[config.mk]
export PLATFORM = sky130hd
export DESIGN_NAME = hkvt_hash
export DESIGN_NICKNAME = d
export VERILOG_FILES = /design/src/sv/hkvt_pkg.sv /design/src/sv/hkvt_hash.sv
export SDC_FILE = /design/constraint.sdc
export NUM_CORES = 1
export LEC_CHECK = 0
export ABC_AREA = 1
export BUFFER_PORTS_ARGS = -buffer_cell sky130_fd_sc_hd__buf_4
export CELL_PAD_IN_SITES_DETAIL_PLACEMENT = 1
export CELL_PAD_IN_SITES_GLOBAL_PLACEMENT = 1
export CORE_ASPECT_RATIO = 2
export CORE_UTILIZATION = 35
export DETAILED_ROUTE_END_ITERATION = 12
export PLACE_DENSITY = 0.66
export SLEW_MARGIN = 10
export SYNTH_ARGS = -nofsm -noshare
export SYNTH_HDL_FRONTEND = slang
export SYNTH_SLANG_ARGS = --single-unit
[constraint.sdc]
create_clock -name clock -period 13.6 [get_ports clock]
set_clock_uncertainty 0.05 [all_clocks]
set_input_delay 2.72 -clock clock [delete_from_list [all_inputs] [get_ports clock]]
set_output_delay 2.72 -clock clock [all_outputs]
set_load 0.05 [all_outputs]
[src/sv/hkvt_pkg.sv]
// Package: shared constants and hash mixing functions for the key-value table
`timescale 1ns / 1ps
package hkvt_pkg;
   localparam int ENTRIES_DEF       = 1024;
   localparam int BUCKETS_DEF       = 256;
   localparam int KEY_WORDS_MAX_DEF = 4;
   localparam logic [31:0] MIX_C1   = 32'hcc9e2d51;
   localparam logic [31:0] MIX_C2   = 32'h1b873593;

   localparam logic [1:0] ST_INSERTED  = 2'd0;
   localparam logic [1:0] ST_FOUND     = 2'd1;
   localparam logic [1:0] ST_NOT_FOUND = 2'd2;
   localparam logic [1:0] ST_FULL      = 2'd3;

   localparam logic OP_INSERT = 1'b0;
   localparam logic OP_LOOKUP = 1'b1;

   localparam logic [1:0] CSR_KEY_WORDS   = 2'd0;
   localparam logic [1:0] CSR_VALUE_BYTES = 2'd1;
   localparam logic [1:0] CSR_ENTRY_LIMIT = 2'd2;

   // first multiply of one key word
   function automatic logic [31:0] mix_first(input logic [31:0] w);
      return w * MIX_C1;
   endfunction

   // rotate and second multiply
   function automatic logic [31:0] mix_second(input logic [31:0] d);
      return {d[16:0], d[31:17]} * MIX_C2;
   endfunction
endpackage

[src/sv/hkvt_hash.sv]
// Hash unit: folds the key words one multiply per cycle
`timescale 1ns / 1ps
module hkvt_hash
   import hkvt_pkg::*;
(
   input  logic         clock,
   input  logic         reset,
   input  logic         go,
   input  logic [127:0] key,
   input  logic [2:0]   words,
   output logic         done,
   output logic [31:0]  hash
);
   logic [1:0]  idx_ff, idx_in;
   logic        ph_ff, ph_in, act_ff, act_in, done_ff, done_in;
   logic [31:0] d_ff, d_in, h_ff, h_in;
   logic [31:0] w;

   assign w = key[idx_ff*32 +: 32];

   always_comb begin
      idx_in = idx_ff; ph_in = ph_ff; act_in = act_ff; done_in = 1'b0;
      d_in = d_ff; h_in = h_ff;
      if (go) begin
         idx_in = '0; ph_in = 1'b0; act_in = 1'b1; h_in = '0;
      end else if (act_ff) begin
         if (!ph_ff) begin
            d_in = mix_first(w);
            ph_in = 1'b1;
         end else begin
            if (w != '0) h_in = h_ff ^ mix_second(d_ff);
            ph_in = 1'b0;
            if ({1'b0, idx_ff} + 3'd1 >= words) begin
               act_in = 1'b0; done_in = 1'b1;
            end else begin
               idx_in = idx_ff + 2'd1;
            end
         end
      end
   end

   always_ff @(posedge clock) begin
      if (reset) begin
         act_ff <= 1'b0; done_ff <= 1'b0; ph_ff <= 1'b0; idx_ff <= '0;
      end else begin
         act_ff <= act_in; done_ff <= done_in; ph_ff <= ph_in; idx_ff <= idx_in;
      end
      d_ff <= d_in;
      h_ff <= h_in;
   end

   assign done = done_ff;
   assign hash = h_ff;
endmodule

* After elaboration in Yosys (flattened, before gate mapping) *
Cells that the tools add are included.

operators by class
  $lt $le $gt $ge = 1
  shift-type cells = 1
  multiply operators = 2
  bitwise operators = 5
  add/sub/neg operators = 2
  reductions and logical operators = 6
  mux-type cells = 6

operators with widths
  operator                                                                number
  128-bit by 8-bit indexed part select with 32-bit output                 1
  32-bit by 29-bit multiplier with 32-bit output (second input constant)  1
  32-bit by 31-bit multiplier with 32-bit output (second input constant)  1
  32-bit nonzero test                                                     1
  32-bit XOR                                                              1
  3-bit AND reduction                                                     3
  1-bit two-way mux                                                       6
  1-bit NOT                                                               4
  4-bit OR reduction                                                      1
  2-bit by 1-bit adder with 3-bit output (second input constant)          1
  3-bit >= comparator                                                     1
  2-bit by 1-bit adder with 2-bit output (second input constant)          1
  2-bit OR reduction                                                      1

word-level totals
  word-level logic and storage cells = 29
  output and inout port bits = 33
  input bits = 134
  register bits = 69

* Depth between registers and ports, before layout *
Gate-level depths: netlist of the first run.

  word-level depth = 6
  mapped depth = 32
  gate-level depth less buffers = 32

* Worst setup path after synthesis of the first run *
OpenSTA, ideal clock, no wires.

  path kind = input to register
  start = input port key[37]
  end = register d_ff[28] (data pin)
  path buffers = 0
  library setup time = 0.259 ns
  required time = 13.291 ns
  setup slack = 5.117 ns
  stages = 21
  arrival = 8.174 ns
  cells stage by stage = nand2_1 > a32oi_1 > ha_1 > xor2_1 > ha_1 > o21bai_1 > fa_1 > inv_1 > fa_1 > fa_1 > fa_1 > fa_1 > inv_1 > ha_1 > ha_1 > nand2_1 > nor4_1 > nand4_1 > nand3_1 > a21oi_1 > xnor2_1

between the ends
  word-level cells in the longest chain between the ends = 2

ends and longest elaborated chain
  element                                                  RTL line         text
  start: declaration                                       hkvt_hash.sv:9   input logic [127:0] key,
  128-bit by 8-bit indexed part select with 32-bit output  hkvt_hash.sv:19  assign w = key[idx_ff*32 +: 32];
  32-bit by 31-bit multiplier with 32-bit output           hkvt_pkg.sv:24   return w * MIX_C1;
  end signal: assignment                                   hkvt_hash.sv:48  d_ff <= d_in;
  end: declaration                                         hkvt_hash.sv:16  logic [31:0] d_ff, d_in, h_ff, h_in;

Every way passes these cells.
A chain may end at the register's enable or synchronous reset.

* Worst setup path in the final report of the first run *
  start = input port key[102]
  end = register d_ff[25] (data pin)

Same word-level chain as after synthesis.

==> results of run 1 <==
==> per-layer routing <==
| metal | up-vias | track usage [%] | part of all wire (%) |
|---|---|---|---|
| li1 | 7754 | - | - |
| met3 | 271 | 2.64 | 2.5 |
| met1 | 8287 | 18.6 | 26 |
| met4 | 0 | 28.1 | 13 |
| met5 | - | 0 | 0 |
| met2 | 470 | 54.6 | 59 |
==> state kept, by name (all words and copies together), names as in the netlist <==
| register | flops |
|---|---|
| d_ff | 32 |
| hash | 32 |
| idx_ff | 2 |
| act_ff | 1 |
| done | 1 |
| ph_ff | 1 |
==> per-stage QoR <==
step	cell area, sq um	setup slack, ns	instances
2_1_floorplan	20700	5.12	2436
3_3_place_gp	22800	4.06	3350
3_5_place_dp	22800	4.03	3350
4_1_cts	23100	4.44	3366
5_1_grt	23100	4.18	3369
6_report	23100	4.36	3369
==> area by class of cell <==
class / count / area [sq um]
Clock buffer: 9 / 225
Tap cell: 762 / 953
Timing Repair Buffer: 179 / 1340
Inverter: 718 / 2700
Fill cell: 7066 / 35100
Clock inverter: 7 / 50.0
Multi-Input combinational cell: 1622 / 16100
Sequential cell: 69 / 1700
Antenna cell: 3 / 7.51
==> worst reg2reg max path, cell delays in order (launching register included) <==
cell      delay [ns]
dfxtp_2         0.32
buf_4           0.53
inv_4           0.42
nand2_1         0.18
nand3_1         0.07
nand2_1         0.19
inv_1           0.28
ha_1            0.33
xor2_1          0.39
ha_1            0.26
o21bai_1        0.14
fa_1            0.45
inv_1           0.10
fa_1            0.46
fa_1            0.51
fa_1            0.53
fa_1            0.50
inv_1           0.04
ha_1            0.26
ha_1            0.40
nand2_1         0.10
o21ai_0         0.55
a21oi_1         0.26
o21bai_1        0.28
nand3_1         0.10
nand2_1         0.09
xor2_1          0.07
==> kinds of logic (layout without fill, tap and decap cells) <==
logic type	after synthesis	after routing	share of synthesized area, %
DFF	69	69	8.23
buffers and inverters	745	913	13.9
and+or+nand+nor	580	580	11.7
AOI/OAI and AO/OA	223	223	6.12
other	0	3	0
xor gates and xnor gates	86	86	3.75
adders and majority gates	733	733	56.3
==> worst max path at each step <==
stage              from  slack, ns  endpoint
2_1_floorplan   key[37]       5.12  d_ff[28]
3_3_place_gp   key[102]       4.06  d_ff[25]
3_5_place_dp   key[102]       4.03  d_ff[25]
4_1_cts        key[102]       4.44  d_ff[25]
5_1_grt         key[45]       4.18  d_ff[31]
6_report       key[102]       4.36  d_ff[25]
==> synth_stat cells, types with 2 or more instances <==
master    instances
a21boi_0          2
a21o_1           12
a21oi_1         106
a31oi_1           5
a32oi_1          13
buf_1             6
buf_2             4
buf_4             2
buf_6             7
clkbuf_1          8
dfxtp_1          37
edfxtp_1         32
fa_1            328
ha_1            405
inv_1           712
inv_2             4
inv_4             2
nand2_1         361
nand2_2           6
nand3_1          81
nand3b_1          6
nand4_1          15
nor2_1           80
nor3_1           13
nor4_1            5
o211ai_1          2
o21a_1            2
o21ai_0          51
o21ai_1          13
o21bai_1         13
o22a_2            2
or2_1             2
or2_2             5
xnor2_1          27
xor2_1           57
==> impl_results.md, run 1 <==
- Slowest cell on the critical path: o21ai_0
- Setup CP Type: input pin to flop
- Post-Syn Area: 20,700 sq um
- Reg clk slew, reported paths: 0.06 ns
- Period minus WS final: 9.24 ns
- Number of max-cap violations: 0
- Final setup viols: 0
- Hold Path Depth: 1
- Async SR Flop Fraction: 0%
- Post-synthesis sequential area ratio: 8.23%
- Routed len/inst: 22.7 microns
- Unrepaired setup endpoints after global routing: false
- Commonest non-fill, non-tap cell in the layout: inv_1
- Synth Register Bits: 69
- Synth-to-Final Area Change: 11.7%
- Congestion Overflow GR: 0
- WP data required: 13.67 ns
- Max Slew Vio Count: 0
- Crit Path Max Fanout: 9
- Io pins: 167
- # clock sinks: 69
- Post-CTS Hold Fix Bufs: 0
- Vias in the first global route: 19,800
- Post-CTS Setup Bufs: 0
- Post-cts repair resize count: 0
- Initial antenna violation count: 3
- Die W: 174 microns
- Peak Freq: 108 MHz
- Critical path buffers and inverters: 4
- R2r setup slk: 5.49 ns
- Post-synth top area share: 31.8%
- Cts bufs inserted: 9
- Drt first-iter violations: 411
- Die height: 346 microns
- Worst Hold Path EP: hash[15]
- Core ar.: 58,200 sq um
- Vias post-DR: 16,800
- Worst slew margin: 30.9%
- Via/cell ratio: 4.98
- Mapped Avg Cell Area: 8.49 sq um
- Reg2reg start: idx_ff[0]
- Hold wc startpoint: hash[15]
- Buffers on Ports: 166
- Global placer's final weighted congestion: 0.974
- DRC: 0
- Family with the most delay on the worst path: adder cells
- Status: finished clean
- CTS tree: built
- Synth top area cells: fa_1 (32%), ha_1 (25%), inv_1 (13%), nand2_1 (6.6%), edfxtp_1 (4.6%)
- Instance count of the mapped netlist: 2,436
- Global-route wire length before repair: 114 mm
- Synth Warn #: 0
- RR Endpoint: d_ff[25]
- Largest net degree at the start of global routing: 74
- Share of cells above drive strength 1: 8.45%
- Post-synth top flop: dfxtp_1
- Std cell rows: 125
- Element type at the critical path end: flop
- Cell repeated most along the worst path: fa_1
- Hpwl dp: 69.6 mm
- Deepest clock path buffer count: 2
- Worst-Margin Slew: 1.04 ns
- Post-synth EDFFs: 32
- Drt total wl: 76.6 mm
- Post-DRT Antenna Nets: 0
- Total negative slack: 0 ns
- Final hold violation count: 0
- Fin util: 39.7%
- WP depth: 25
- Most frequent cells in the layout: inv_1 (712), ha_1 (405), nand2_1 (361)
- Critical Path Max Stage Delay: 0.55 ns
- Die area: 60,100 sq um
- Synth cell types: 45
- CTS HTree Levels: 3
- Hold Slack: 0.419 ns
- Worst-case reg-to-reg path depth: 26
- Clock latency on the worst-skew pair: 0.38 ns
- Global Route Usage Sum: 26.3%
- Tcrit/Tclk final: 67.9%
- Layout net count: 3,466
- Hold Crit Class: flop to flop
- Starting Density: 35.5%
- DRT Pass-1 Iters: 5
- Startpoint types: input pin
- Cell taking the most area after synthesis: fa_1
- Clock root buffer: clkbuf_16
- Critical Path AT: 9.30 ns
- Post-Syn Nets: 3,303
Power of run 1 is left out: the tool's default activity adds up to more than one toggle a clock period on the data nets, which glitch-free logic cannot reach.
==> run 2: changes to the inputs <==
--- a/config.mk
+++ b/config.mk
@@ -5,14 +5,14 @@
 export SDC_FILE = /design/constraint.sdc
 export NUM_CORES = 1
 export LEC_CHECK = 0
-export ABC_AREA = 1
+export ABC_AREA = 0
 export BUFFER_PORTS_ARGS = -buffer_cell sky130_fd_sc_hd__buf_4
 export CELL_PAD_IN_SITES_DETAIL_PLACEMENT = 1
 export CELL_PAD_IN_SITES_GLOBAL_PLACEMENT = 1
 export CORE_ASPECT_RATIO = 2
 export CORE_UTILIZATION = 35
 export DETAILED_ROUTE_END_ITERATION = 12
-export PLACE_DENSITY = 0.66
+export PLACE_DENSITY = 0.64
 export SLEW_MARGIN = 10
 export SYNTH_ARGS = -nofsm -noshare
 export SYNTH_HDL_FRONTEND = slang
==> constraint.sdc (replaced) <==
create_clock -name clock -period 9 [get_ports clock]
set_clock_uncertainty 0.05 [all_clocks]
set_input_delay 1.8 -clock clock [delete_from_list [all_inputs] [get_ports clock]]
set_output_delay 1.8 -clock clock [all_outputs]
set_load 0.05 [all_outputs]
==> impl_results.md, run 2 <==
- Most frequent cells in the layout: inv_1 (615), ha_1 (405), fa_1 (328)
- Register Area: 1700 sq um (about the same)
- Global-route wire length before repair: 96.4 mm (-16%)
- Diodes inserted: 0 (-3)
- Layout net count: 3,006 (-13%)
- Post-synth top flop: dfxtp_1
- Instance count of the mapped netlist: 1,974 (-19%)
- Area of the multi-input gates: 15,700 sq um (-2.4%)
- Final hold violation count: 0 (unchanged)
- WP data required: 9.06 ns (-4.61 ns)
- Hold Path Depth: 2 (+1)
- # fillers: 6,415 (-9.2%)
- Post-Syn Area: 19,800 sq um (-4.0%)
- Vias in the first global route: 17,100 (-14%)
- Die height: 339 microns (-2.0%)
- Setup CP Type: input pin to flop
- Max Slew Vio Count: 0 (unchanged)
- Number of max-cap violations: 0 (unchanged)
- Post-synth EDFFs: 32 (unchanged)
- Post-Syn Nets: 2,841 (-14%)
- Share of cells above drive strength 1: 11.9% (+3.4 points)
- # clock sinks: 69 (unchanged)
- Crit Path Max Fanout: 11 (+2)
- Post-Place Cell Area: 22,000 sq um (-3.5%)
- Period minus WS final: 8.49 ns
- Core ar.: 56,200 sq um (-3.5%)
- Hold Crit Class: flop to flop
- Post-cts repair resize count: 0 (unchanged)
- Worst-Margin Slew: 0.852 ns (-0.185 ns)
- Critical Path AT: 8.55 ns (-0.75 ns)
- Post-synthesis sequential area ratio: 8.57% (+0.34 points)
- Startpoint types: input pin
- Tcrit/Tclk final: 94.4%
- Synth Register Bits: 69 (unchanged)
- Io pins: 167 (unchanged)
- Cell taking the most area after synthesis: fa_1
- Synth Warn #: 0 (unchanged)
- Largest net degree at the start of global routing: 45 (-39%)
- Std cell rows: 123 (-1.6%)
- Drt total wl: 62.8 mm (-18%)
- Buffers on Ports: 166 (unchanged)
- Most frequent cell after synthesis: inv_1
- Reg clk slew, reported paths: 0.06 ns (about the same)
- DRC: 0 (unchanged)
- DRT Pass-1 Iters: 4 (-1)
- Vias post-DR: 14,000 (-17%)
- Synth-to-Final Area Change: 12.3%
- Clock root buffer: clkbuf_16
- Worst slew margin: 42.8% (+12 points)
- Total negative slack: 0 ns (unchanged)
- Mapped Avg Cell Area: 10.1 sq um (+18%)
- Die area: 57,700 sq um (-3.9%)
- Final instance area: 22,300 sq um (-3.5%)
- Congestion Overflow GR: 0 (unchanged)
- Unrepaired setup endpoints after global routing: false
- Routed len/inst: 21.7 microns (-4.5%)
- Deepest clock path buffer count: 2 (unchanged)
- Initial antenna violation count: 0 (-3)
- Global Route Usage Sum: 23.3% (-3.0 points)
- Peak Freq: 118 MHz
- Synth cell types: 73 (+62%)
- Global placer's final weighted congestion: 0.931 (-4.5%)
- Starting Density: 35.3% (-0.19 points)
- Clock latency on the worst-skew pair: 0.38 ns (about the same)
- Drt first-iter violations: 291 (-29%)
- Cts bufs inserted: 9 (unchanged)
- Worst-case reg-to-reg path depth: 24 (-7.7%)
- CTS HTree Levels: 3 (unchanged)
- Element type at the critical path end: flop
- CTS tree: built
- Post-synth top area share: 33.1% (+1.3 points)
- Status: finished clean
- Via/cell ratio: 4.84 (-2.8%)
- Synth top area cells: fa_1 (33%), ha_1 (26%), inv_1 (12%), edfxtp_1 (4.8%), xnor2_1 (4.1%)
- Hpwl dp: 58.0 mm (-17%)
- Post-CTS Hold Fix Bufs: 0 (unchanged)
- Async SR Flop Fraction: 0% (unchanged)
- Final setup viols: 0 (unchanged)
- Post-CTS Setup Bufs: 0 (unchanged)
- Die W: 170 microns (-2.0%)
- Top cells by count, synth: inv_1 (615), ha_1 (405), fa_1 (328)
- Commonest non-fill, non-tap cell in the layout: inv_1
- Post-DRT Antenna Nets: 0 (unchanged)
[run 2: cell types whose count changed in the layout (fill, tap and decap cells not counted), sizes merged, moves of 14 or more]
cell and change:
a21o +26, xnor2 +67, inv -101, a21oi -65, mux4 +32, xor2 -14
nand2 -330, nand3 -65, o21ai -44
[run 2: path summary, 6_finish.rpt]
kind,startpoint,endpoint,slack [ns]
max,key[100],d_ff[31],0.51
min,hash[20],hash[20],0.45
max reg2reg,idx_ff[0],d_ff[31],1.07
min reg2reg,hash[20],hash[20],0.45
[run 2: kinds of logic (layout without fill, tap and decap cells)]
family / after synthesis / in the layout / share of synthesized area (%)
flops: 69 / 69 / 8.57
xor+xnor: 138 / 138 / 6.09
simple gates: 202 / 202 / 4.84
fa+ha+maj: 733 / 733 / 58.6
compound gates: 157 / 157 / 5.72
mux: 37 / 37 / 3.94
buf+inv: 638 / 807 / 12.2
[run 2: critical path: stages]
cell and delay [ns]:
buf_4 0.10, mux4_2 0.67, inv_1 0.12, ha_1 0.29, xor2_1 0.21, ha_1 0.23
a21o_1 0.17, fa_1 0.48, inv_1 0.05, fa_1 0.47, inv_1 0.06, fa_1 0.45
ha_1 0.30, fa_1 0.44, ha_1 0.29, ha_1 0.38, nand3_1 0.13, nor2_1 0.05
a21oi_1 0.20, a31oi_1 0.21, a21oi_1 0.40, o21bai_1 0.17, a2111o_1 0.43, a311oi_1 0.35
xnor2_1 0.11
[run 2: layout make-up]
cell class	instances	share of cell area [%]
Multi-Input combinational cell	1267	70.6
Inverter	616	10.4
Sequential cell	69	7.65
Timing Repair Buffer	176	5.93
Tap cell	750	4.21
Clock buffer	10	1.12
Clock inverter	5	0.140
[run 2: routing by layer]
layer	GRT usage (%)	up-vias	share of wire (%)
met5	0	-	0
met4	18.5	0	9.2
met3	1.65	148	1.5
met2	50.6	290	62
met1	17.1	7109	27
li1	-	6458	-
[run 2: per-stage QoR]
stage          utilization, %  hold WS (ns)  worst slack (ns)  instances
2_1_floorplan               -         0.464             0.971       1974
3_3_place_gp             39.2         0.426             0.295       2878
3_5_place_dp             39.2         0.448             0.173       2878
4_1_cts                  39.7         0.464             0.572       2893
5_1_grt                  39.7         0.493             0.239       2893
6_report                 39.7         0.454             0.508       2893
Power of run 2 is left out for the same reason.
